File: config.mk
export PLATFORM = sky130hd
export DESIGN_NAME = swr_bargraph_driver_core
export DESIGN_NICKNAME = d
export VERILOG_FILES = /design/src/swrbg_pkg.sv /design/src/swrbg_div.sv /design/src/swrbg_map.sv /design/src/swr_bargraph_driver_core.sv
export SDC_FILE = /design/constraint.sdc
export NUM_CORES = 1
export LEC_CHECK = 0
export BUFFER_PORTS_ARGS = -buffer_cell sky130_fd_sc_hd__buf_2
export CAP_MARGIN = 10
export CORE_UTILIZATION = 55
export CTS_CLUSTER_SIZE = 25
export DETAILED_ROUTE_END_ITERATION = 12
export GPL_TIMING_DRIVEN = 0
export PLACE_DENSITY = 0.77
export SYNTH_ARGS = -nofsm -noshare
export SYNTH_HDL_FRONTEND = slang
export SYNTH_HIERARCHICAL = 1
export SYNTH_SLANG_ARGS = --single-unit
File: constraint.sdc
create_clock -name clk -period 8.5 [get_ports clk]
set_input_delay 2.125 -clock clk [delete_from_list [all_inputs] [get_ports clk]]
set_output_delay 2.125 -clock clk [all_outputs]
set_load 0.05 [all_outputs]
File: src/swrbg_pkg.sv
// ----------------------------------------------------------------------------
// swrbg_pkg
// Shared widths, constants, result types and LED pattern tables for the
// SWR bargraph driver.
// ----------------------------------------------------------------------------
package swrbg_pkg;

  localparam int LEVEL_W    = 15;
  localparam int SUM_W      = LEVEL_W + 1;
  localparam int DIVIDEND_W = SUM_W + 1;
  localparam int DIVISOR_W  = LEVEL_W;
  localparam int STEP_W     = $clog2(DIVIDEND_W);
  localparam int RATIO_W    = 8;

  localparam logic [2:0]         NORM_MAX    = 3'd5;
  localparam logic [RATIO_W-1:0] RATIO_SAT   = 8'd255;
  localparam logic [2:0]         LED_LAST    = 3'd6;

  // segment boundaries of the ratio -> LED mapping
  localparam logic [RATIO_W-1:0] SEG2_START  = 8'd48;
  localparam logic [RATIO_W-1:0] SEG3_START  = 8'd64;
  localparam logic [RATIO_W-1:0] SEG4_START  = 8'd96;
  localparam logic [RATIO_W-1:0] SEG5_START  = 8'd160;
  localparam logic [9:0]         SEG5_SCALE  = 10'd683;
  localparam logic [16:0]        SEG5_ROUND  = 17'd127;

  localparam logic [7:0]         FRAC_HALF   = 8'd128;
  localparam logic [7:0]         TC_BIAS     = 8'd32;
  localparam logic [7:0]         TC_FULL     = 8'd192;
  localparam logic [7:0]         TC_CLAMP    = 8'd236;

  // charlieplex pins
  localparam logic [4:0] PIN_A = 5'h10;
  localparam logic [4:0] PIN_B = 5'h01;
  localparam logic [4:0] PIN_C = 5'h02;

  typedef struct packed {
    logic [2:0] led_index;
    logic [7:0] led_fraction;
    logic [4:0] first_dir;
    logic [4:0] first_out;
    logic [4:0] second_dir;
    logic [4:0] second_out;
    logic [7:0] timer_compare;
  } map_res_t;

  function automatic logic [4:0] pat_dir(input logic [2:0] pos);
    logic [4:0] d;
    unique case (pos) inside
      3'd0:         d = PIN_A | PIN_B | PIN_C;
      3'd1, 3'd2:   d = PIN_A | PIN_B;
      3'd3, 3'd4:   d = PIN_A | PIN_C;
      default:      d = PIN_B | PIN_C;
    endcase
    return d;
  endfunction

  function automatic logic [4:0] pat_out(input logic [2:0] pos);
    logic [4:0] o;
    unique case (pos) inside
      3'd0:         o = 5'h00;
      3'd1:         o = PIN_B;
      3'd2, 3'd3:   o = PIN_A;
      3'd4, 3'd5:   o = PIN_C;
      default:      o = PIN_B;
    endcase
    return o;
  endfunction

endpackage

File: src/swrbg_div.sv
// ----------------------------------------------------------------------------
// swrbg_div
// Radix-2 restoring divider, one quotient bit per cycle.
// ----------------------------------------------------------------------------
module swrbg_div (
  input  logic                              clk,
  input  logic                              rst_n,
  input  logic                              start_i,
  input  logic [swrbg_pkg::DIVIDEND_W-1:0]  dividend_i,
  input  logic [swrbg_pkg::DIVISOR_W-1:0]   divisor_i,
  output logic [swrbg_pkg::DIVIDEND_W-1:0]  quotient_o,
  output logic                              done_o
);
  import swrbg_pkg::*;

  localparam logic [STEP_W-1:0] STEP_LAST = STEP_W'(DIVIDEND_W - 1);

  logic [DIVIDEND_W-1:0] quo_r;
  logic [DIVISOR_W-1:0]  rem_r;
  logic [DIVISOR_W-1:0]  dvs_r;
  logic [STEP_W-1:0]     cnt_r;
  logic                  run_r;
  logic                  done_r;

  logic [DIVISOR_W:0]    trial;
  logic [DIVISOR_W:0]    diff;
  logic                  take;

  always_comb begin
    trial = {rem_r, quo_r[DIVIDEND_W-1]};
    diff  = trial - {1'b0, dvs_r};
    take  = (trial >= {1'b0, dvs_r});
  end

  always_ff @(posedge clk) begin
    if (!rst_n) begin
      run_r  <= 1'b0;
      done_r <= 1'b0;
      cnt_r  <= '0;
    end else begin
      done_r <= 1'b0;
      if (start_i) begin
        run_r <= 1'b1;
        cnt_r <= '0;
      end else if (run_r) begin
        cnt_r <= cnt_r + 1'b1;
        if (cnt_r == STEP_LAST) begin
          run_r  <= 1'b0;
          done_r <= 1'b1;
        end
      end
    end
  end

  // datapath: load operands, then shift one quotient bit in per step
  always_ff @(posedge clk) begin
    if (start_i) begin
      quo_r <= dividend_i;
      rem_r <= '0;
      dvs_r <= divisor_i;
    end else if (run_r) begin
      quo_r <= {quo_r[DIVIDEND_W-2:0], take};
      rem_r <= take ? diff[DIVISOR_W-1:0] : trial[DIVISOR_W-1:0];
    end
  end

  assign quotient_o = quo_r;
  assign done_o     = done_r;

endmodule

File: src/swrbg_map.sv
// ----------------------------------------------------------------------------
// swrbg_map
// Maps an SWR ratio to LED index, fraction, pin patterns and compare value.
// ----------------------------------------------------------------------------
module swrbg_map (
  input  logic                            valid_i,
  input  logic [swrbg_pkg::RATIO_W-1:0]   ratio_i,
  output swrbg_pkg::map_res_t             res_o
);
  import swrbg_pkg::*;

  logic [2:0]  idx;
  logic [2:0]  idx_next;
  logic [7:0]  frac;
  logic [7:0]  off4;
  logic [6:0]  off5;
  logic [16:0] prod5;
  logic [7:0]  t;
  logic [7:0]  t_bias;
  logic [7:0]  tc;
  logic        swap;
  logic [4:0]  d_lo, o_lo, d_hi, o_hi;

  always_comb begin
    off4  = ratio_i - SEG4_START;
    off5  = 7'(ratio_i - SEG5_START);
    prod5 = ({10'b0, off5} * {7'b0, SEG5_SCALE}) + SEG5_ROUND;
    if (!valid_i) begin
      idx  = LED_LAST;
      frac = '0;
    end else if (ratio_i < SEG3_START) begin
      idx  = (ratio_i < SEG2_START) ? 3'd1 : 3'd2;
      frac = {ratio_i[3:0], 4'b0};
    end else if (ratio_i < SEG4_START) begin
      idx  = 3'd3;
      frac = {ratio_i[4:0], 3'b0};
    end else if (ratio_i < SEG5_START) begin
      idx  = 3'd4;
      frac = {off4[5:0], 2'b0};
    end else begin
      idx  = 3'd5;
      frac = prod5[15:8];
    end

    idx_next = idx + 3'd1;
    d_lo = pat_dir(idx);
    o_lo = pat_out(idx);
    d_hi = pat_dir(idx_next);
    o_hi = pat_out(idx_next);

    // upper half of the fraction: swap the patterns so the longer part leads
    swap   = (frac >= FRAC_HALF);
    t      = swap ? frac : (8'hFF - frac);
    t_bias = t + TC_BIAS;
    tc     = {t_bias[7:6], 6'b0};
    if (tc == TC_FULL) begin
      tc = TC_CLAMP;
    end

    res_o.led_index     = idx;
    res_o.led_fraction  = frac;
    res_o.first_dir     = swap ? d_hi : d_lo;
    res_o.first_out     = swap ? o_hi : o_lo;
    res_o.second_dir    = swap ? d_lo : d_hi;
    res_o.second_out    = swap ? o_lo : o_hi;
    res_o.timer_compare = tc;
  end

endmodule

File: src/swr_bargraph_driver_core.sv
// ----------------------------------------------------------------------------
// swr_bargraph_driver_core
// SWR = (F+R)/(F-R) with 5 fraction bits, mapped to a charlieplexed bargraph.
// Path: when F > R and the shifted difference is nonzero, a request runs the
//   17 divider steps, then capture and mapping; else straight to mapping.
// A new request waits until the previous one is through, so the 17-step
//   restoring divider dominates on the divide path; busy is high meanwhile.
// Results show for one cycle under out_strobe; the receiver cannot stall.
// Reset (rst_n low, synchronous) idles the sequencer and drops out_strobe.
// ----------------------------------------------------------------------------
module swr_bargraph_driver_core (
  input  logic                            clk,
  input  logic                            rst_n,
  input  logic                            start,
  output logic                            busy,
  input  logic [swrbg_pkg::LEVEL_W-1:0]   in_forward_level,
  input  logic [swrbg_pkg::LEVEL_W-1:0]   in_reflected_level,
  output logic                            out_strobe,
  output logic                            out_swr_valid,
  output logic [7:0]                      out_swr_ratio,
  output logic [2:0]                      out_led_index,
  output logic [7:0]                      out_led_fraction,
  output logic [4:0]                      out_first_dir,
  output logic [4:0]                      out_first_out,
  output logic [4:0]                      out_second_dir,
  output logic [4:0]                      out_second_out,
  output logic [7:0]                      out_timer_compare
);
  import swrbg_pkg::*;

  typedef enum logic [2:0] {
    S_IDLE = 3'b001,
    S_DIV  = 3'b010,
    S_MAP  = 3'b100
  } state_t;

  state_t                 state_r, state_nxt;
  logic                   valid_r, valid_nxt;
  logic [RATIO_W-1:0]     ratio_r, ratio_nxt;

  logic                   accept;
  logic                   fwd_gt;
  logic [SUM_W-1:0]       sum_w;
  logic [LEVEL_W-1:0]     diff_w;
  logic [2:0]             sh;
  logic [SUM_W-1:0]       top_n;
  logic [DIVISOR_W-1:0]   bot_s;
  logic [DIVIDEND_W-1:0]  dividend;
  logic                   div_start;
  logic [DIVIDEND_W-1:0]  div_quo;
  logic                   div_done;
  logic [RATIO_W-1:0]     quo_sat;
  map_res_t               map_res;

  // Request handshake: take a new pair whenever the sequencer is idle.
  assign busy   = (state_r != S_IDLE);
  assign accept = start && !busy;

  // Normalize the sum: shift left until one of its top two bits is set,
  // at most five places. The difference drops the shifts left unused.
  always_comb begin
    fwd_gt = (in_forward_level > in_reflected_level);
    sum_w  = {1'b0, in_forward_level} + {1'b0, in_reflected_level};
    diff_w = in_forward_level - in_reflected_level;
    if (sum_w[15:14] != 2'b00) begin
      sh = 3'd0;
    end else if (sum_w[13]) begin
      sh = 3'd1;
    end else if (sum_w[12]) begin
      sh = 3'd2;
    end else if (sum_w[11]) begin
      sh = 3'd3;
    end else if (sum_w[10]) begin
      sh = 3'd4;
    end else begin
      sh = NORM_MAX;
    end
    top_n    = sum_w << sh;
    bot_s    = diff_w >> (NORM_MAX - sh);
    // add half the divisor so the truncating divide rounds to nearest
    dividend = {1'b0, top_n} + {2'b0, bot_s[DIVISOR_W-1:1]};
  end

  // A zero divisor skips the divider and saturates the ratio directly.
  assign div_start = accept && fwd_gt && (bot_s != '0);

  swrbg_div u_div (
    .clk        (clk),
    .rst_n      (rst_n),
    .start_i    (div_start),
    .dividend_i (dividend),
    .divisor_i  (bot_s),
    .quotient_o (div_quo),
    .done_o     (div_done)
  );

  // Saturate the quotient to eight bits.
  assign quo_sat = (div_quo[DIVIDEND_W-1:RATIO_W] != '0) ? RATIO_SAT : div_quo[RATIO_W-1:0];

  // Sequencer: idle -> divide -> map, or straight to map on the short path.
  always_comb begin
    state_nxt = state_r;
    valid_nxt = valid_r;
    ratio_nxt = ratio_r;
    unique case (state_r)
      S_IDLE: begin
        if (accept) begin
          valid_nxt = fwd_gt;
          ratio_nxt = RATIO_SAT;
          state_nxt = div_start ? S_DIV : S_MAP;
        end
      end
      S_DIV: begin
        if (div_done) begin
          ratio_nxt = quo_sat;
          state_nxt = S_MAP;
        end
      end
      S_MAP: begin
        state_nxt = S_IDLE;
      end
      default: begin
        state_nxt = S_IDLE;
      end
    endcase
  end

  always_ff @(posedge clk) begin
    if (!rst_n) begin
      state_r <= S_IDLE;
    end else begin
      state_r <= state_nxt;
    end
  end

  always_ff @(posedge clk) begin
    valid_r <= valid_nxt;
    ratio_r <= ratio_nxt;
  end

  // LED index, fraction, patterns and compare value from the held ratio.
  swrbg_map u_map (
    .valid_i (valid_r),
    .ratio_i (ratio_r),
    .res_o   (map_res)
  );

  // Output register: load in the map cycle, flag under out_strobe for exactly one cycle.
  logic                 strobe_r;
  logic                 o_valid_r;
  logic [RATIO_W-1:0]   o_ratio_r;
  map_res_t             o_map_r;

  always_ff @(posedge clk) begin
    if (!rst_n) begin
      strobe_r <= 1'b0;
    end else begin
      strobe_r <= (state_r == S_MAP);
    end
  end

  always_ff @(posedge clk) begin
    if (state_r == S_MAP) begin
      o_valid_r <= valid_r;
      o_ratio_r <= ratio_r;
      o_map_r   <= map_res;
    end
  end

  assign out_strobe        = strobe_r;
  assign out_swr_valid     = o_valid_r;
  assign out_swr_ratio     = o_ratio_r;
  assign out_led_index     = o_map_r.led_index;
  assign out_led_fraction  = o_map_r.led_fraction;
  assign out_first_dir     = o_map_r.first_dir;
  assign out_first_out     = o_map_r.first_out;
  assign out_second_dir    = o_map_r.second_dir;
  assign out_second_out    = o_map_r.second_out;
  assign out_timer_compare = o_map_r.timer_compare;

  // A result only follows the map cycle.
  a_strobe_after_map: assert property (@(posedge clk) disable iff (!rst_n)
    out_strobe |-> $past(state_r == S_MAP))
    else $error("result strobe without map cycle");

  // An accepted request keeps the block busy in the next cycle.
  a_busy_after_accept: assert property (@(posedge clk) disable iff (!rst_n)
    (start && !busy) |=> busy)
    else $error("busy not raised after accepted request");

  // Forward not above reflected shows the last LED at full scale.
  a_invalid_result: assert property (@(posedge clk) disable iff (!rst_n)
    (out_strobe && !out_swr_valid) |->
      (out_swr_ratio == RATIO_SAT && out_led_index == LED_LAST && out_led_fraction == 8'd0))
    else $error("invalid result not at last LED");

  // A computed SWR always lands on LED 1 to 5.
  a_valid_index: assert property (@(posedge clk) disable iff (!rst_n)
    (out_strobe && out_swr_valid) |->
      (out_led_index >= 3'd1 && out_led_index <= 3'd5))
    else $error("computed SWR outside LED range");

endmodule
==> results.md <==
- Core area: 0.0181 sq mm
- CP delay by family, top: compound AO/OA/AOI/OAI gates
- Leakage Power: 5.04 nW
- Ratio of cells with drive above 1 in the final layout: 16.9%
- Nets: 1401
- Fillers: 1524
- FF-to-FF path depth: 20
- Reg clk slew, reported paths: 60 ps
- Cell area after synthesis: 0.0102 sq mm
- Final Max Tran Viols: 0
- Root Buffer: clkbuf_16
- Buffer and inverter count on the worst path: 5
- Max-cap violations: 0
- Startpoint types: input pin
- Total gr overflow: 0
- Clock skew: 11.9 ps
- Reg2reg start: ratio_r[6]
- Placed insts: 1460
- Die Y: 138 um
- Critical Path RT: 8680 ps
- Synth Register Bits: 115
- CP endpoint kind: flop
- # hold bufs at CTS: 0
- Flop pwr share: 27.7%
- Status: complete, but fails checks
- Horiz. Die Dim: 138 um
- Area contributors post-synth: edfxtp_1 26%, ha_1 13%, dfxtp_1 5.1%
- Tcrit/Tclk final: 93.5%
- Final Hold Fails: 0
- Non-filler instance count after layout: 1492
- RSZ-0062 raised after global routing: no
- Net load switching power: 995 uW
- Final Wtd Congestion: 0.949
- N_diodes: 0
- Number of remaining DRC errors: 10
- Fin area: 0.0116 sq mm
- Critical path origin: in_forward_level[9]
- Tmin final: 7950 ps
- Average size of a mapped cell: 9.02 sq um
- Clock sink total: 115
- Synth warnings: 6
- Sw Ratio: 38.8%
- 1st-iter DRT viols: 777
- DPL Wire Length: 19200 um
- Pin count of the biggest net entering global routing: 20
- Worst R2R Setup Slack: 2450 ps
- Total number of vias: 9013
- Antenna Nets Post-Route: 0
- CP Depth: 24
- Asr flop ratio synth: 0%
- Die area: 0.0192 sq mm
- Area share of the largest cell type after synthesis: 26.1%
- Worst Max-Slew Pin Slew: 956 ps
- Post-synthesis cell type count: 94
- Setup CP Type: in2reg
- Final wirelength: 25100 um
- Place WS: -153 ps
- Post-synth EDFFs: 89
- Comb power frac: 44.7%
- Longest Clk Path Bufs: 2
- Clk pwr share: 27.5%
- Total CTS buffers: 17
- Critical path arrival: 8130 ps
- Hold Path Class: reg2reg
- Row Count: 49
- Failing checks: DRC
- Total track usage: 27.0%
- Post-route setup slack: 549 ps
- Max incr delay on CP: 400 ps
- Area of the multi-input gates: 0.00645 sq mm
- Number of port buffers: 82
- Post-CTS Setup Bufs: 0
- Initial antenna violation count: 0
- Area growth syn-to-layout: 13.4%
- Routed WL per cell: 16.8 um
- Final setup fails: 0
- Max VDD drop: 0.189 mV
- Area leader, netlist: edfxtp_1
- Clock H-tree levels: 4
- Worst-path cell chain: buf_2 -> ha_1 -> clkbuf_1 -> nor2_1 -> nand4_1 -> a21oi_1 -> mux2i_1 -> or2_2 -> clkbuf_1 -> nand2_1 -> clkbuf_1 -> clkbuf_1 -> o21ai_0 -> a21oi_1 -> ha_1 -> a21o_1 -> a21oi_1 -> o21bai_1 -> o22ai_1 -> a21boi_0 -> a211o_1 -> a21oi_1 -> xnor2_1 -> mux2_2
- CTS tree: built
- Synth Flop Type: edfxtp_1
- Internal Pwr Total: 1.57 mW
- Relative slew margins: 35.9%
- Crit-path max FO: 10
- Initial Util: 56.6%
- Crit path to: u_div/quotient_o[14]
- Fmax: 126 MHz
- Register area: 0.00319 sq mm
- Router iterations before antenna repair: 10
- Cells after Synth: 1135
- Slowest stage cell, crit path: clkbuf_1
- Hold_ws: 447 ps
- DP Area: 0.0110 sq mm
- Clock Latency Late Sink: 430 ps
- I/O pins: 83
- Vias in the first global route: 8554
- Vias per cell: 6.04
- First-pass GRT wire length: 41900 um
- Post-synthesis sequential area ratio: 31.2%
- Worst R2R End: out_timer_compare[7]
- Power Dens Cells: 221 mW/mm^2
==> power groups by stage <==
stage               Sequential [mW]  Clock (mW)  Combinational [mW]
finish                        0.711       0.705                1.15
global route                  0.717       0.736                1.26
CTS                           0.711       0.717                1.12
detailed placement            0.721           0                1.11
global placement              0.720           0                1.10
floorplan                     0.724           0               0.861
==> cells in the mapped netlist (all sizes together), types with 26 or more instances <==
master / n
ha: 103
nor2: 98
edfxtp: 89
inv: 87
nand2: 86
a21oi: 72
o21ai: 58
xnor2: 39
buf: 32
clkbuf: 28
nand3: 28
dfxtp: 26
==> metrics by stage <==
step / power (mW) / util (%) / TNS [ps]
5_1_grt: 2.72 / 64.2 / 0
3_3_place_gp: 1.82 / 60.7 / -455
4_1_cts: 2.55 / 64.2 / 0
3_5_place_dp: 1.83 / 61.0 / -2580
2_1_floorplan: 1.58 / - / 0
6_report: 2.56 / 64.2 / 0
==> worst register-to-register path: stages (launching register included) <==
cell      delay [ps]
edfxtp_1         340
clkbuf_1         310
inv_1            180
ha_1             400
ha_1             370
inv_1             70
fa_1             490
inv_1             50
fa_1             500
inv_1             60
fa_1             520
inv_1             40
ha_1             340
nand3_1          100
o32ai_2          440
o21ai_2          140
mux2_4           310
a311o_1          350
ha_1             420
nor4_2           290
a31oi_1           60
==> cell usage in the layout, fill, tap and decap left out, drive strengths merged, types with 6 or more instances in the layout <==
| master | instances |
|---|---|
| xnor2 | 39 |
| a21oi | 72 |
| nand4 | 11 |
| conb | 11 |
| a311oi | 6 |
| clkbuf | 46 |
| nand2b | 19 |
| mux2i | 21 |
| and2 | 9 |
| or2 | 15 |
| edfxtp | 89 |
| nand2 | 86 |
| a221oi | 7 |
| a31oi | 21 |
| o21ai | 58 |
| o21a | 10 |
| mux2 | 23 |
| o31ai | 8 |
| dfxtp | 26 |
| xor2 | 17 |
| fa | 15 |
| a211oi | 17 |
| and3 | 14 |
| o211ai | 11 |
| buf | 118 |
| or3 | 7 |
| a21o | 17 |
| nor2b | 17 |
| o21bai | 10 |
| inv | 90 |
| nand3 | 28 |
| ha | 103 |
| nor2 | 98 |
| clkinv | 7 |
| o22ai | 9 |
| nor3 | 25 |
==> kinds of logic after synthesis <==
kind of cell	share of synthesized area, %
XOR/XNOR	4.79
flip-flops	31.2
AO/OA/AOI/OAI	20.6
other	0.0366
adder cells (fa/ha/maj)	15.5
multiplexers	4.65
AND/OR/NAND/NOR	16.9
buffers and inverters	6.32
==> flip-flops by register name, indices dropped and copies added, names as in the netlist, 5 cells and up <==
register,cells
ratio_r,8
out_first_out,5
out_led_fraction,8
out_first_dir,5
out_timer_compare,8
u_div/cnt_r,5
out_swr_ratio,8
u_div/rem_r,15
out_second_out,5
out_second_dir,5
u_div/quotient_o,17
u_div/dvs_r,15
==> per-layer routing <==
| layer | vias to the layer above | GRT usage [%] | wire (um) |
|---|---|---|---|
| li1 | 4346 | - | - |
| met1 | 4263 | 37.2 | 11400 |
| met2 | 351 | 42.5 | 11400 |
| met3 | 53 | 3.53 | 1640 |
| met4 | 0 | 11.9 | 684 |
| met5 | - | 0 | 0 |
==> timing repair <==
item,CTS,global route
endpoints found under the hold margin,0,0
gates resized for setup,0,2
endpoints found under the setup margin,0,17
==> layout make-up <==
class | instances | area share (%)
inverters | 88 | 2.85
repair buffers | 86 | 3.92
well taps | 229 | 2.47
plain buffers | 60 | 2.71
flip-flops and latches | 115 | 27.5
clock buffers | 18 | 3.70
multi-input cells | 882 | 55.5
clock inverters | 14 | 1.33
==> worst min-delay path by stage <==
stage	from	endpoint	slack [ps]	depth (start not counted)
after floorplan	ratio_r[6]	out_swr_ratio[6]	420	0
after CTS	ratio_r[6]	out_swr_ratio[6]	450	0
after global placement	ratio_r[7]	out_swr_ratio[7]	440	0
after global routing	ratio_r[7]	out_swr_ratio[7]	460	0
final	ratio_r[6]	out_swr_ratio[6]	450	0
after detailed placement	ratio_r[6]	out_swr_ratio[6]	440	0
No activity file was read; power rests on OpenSTA's default activity.
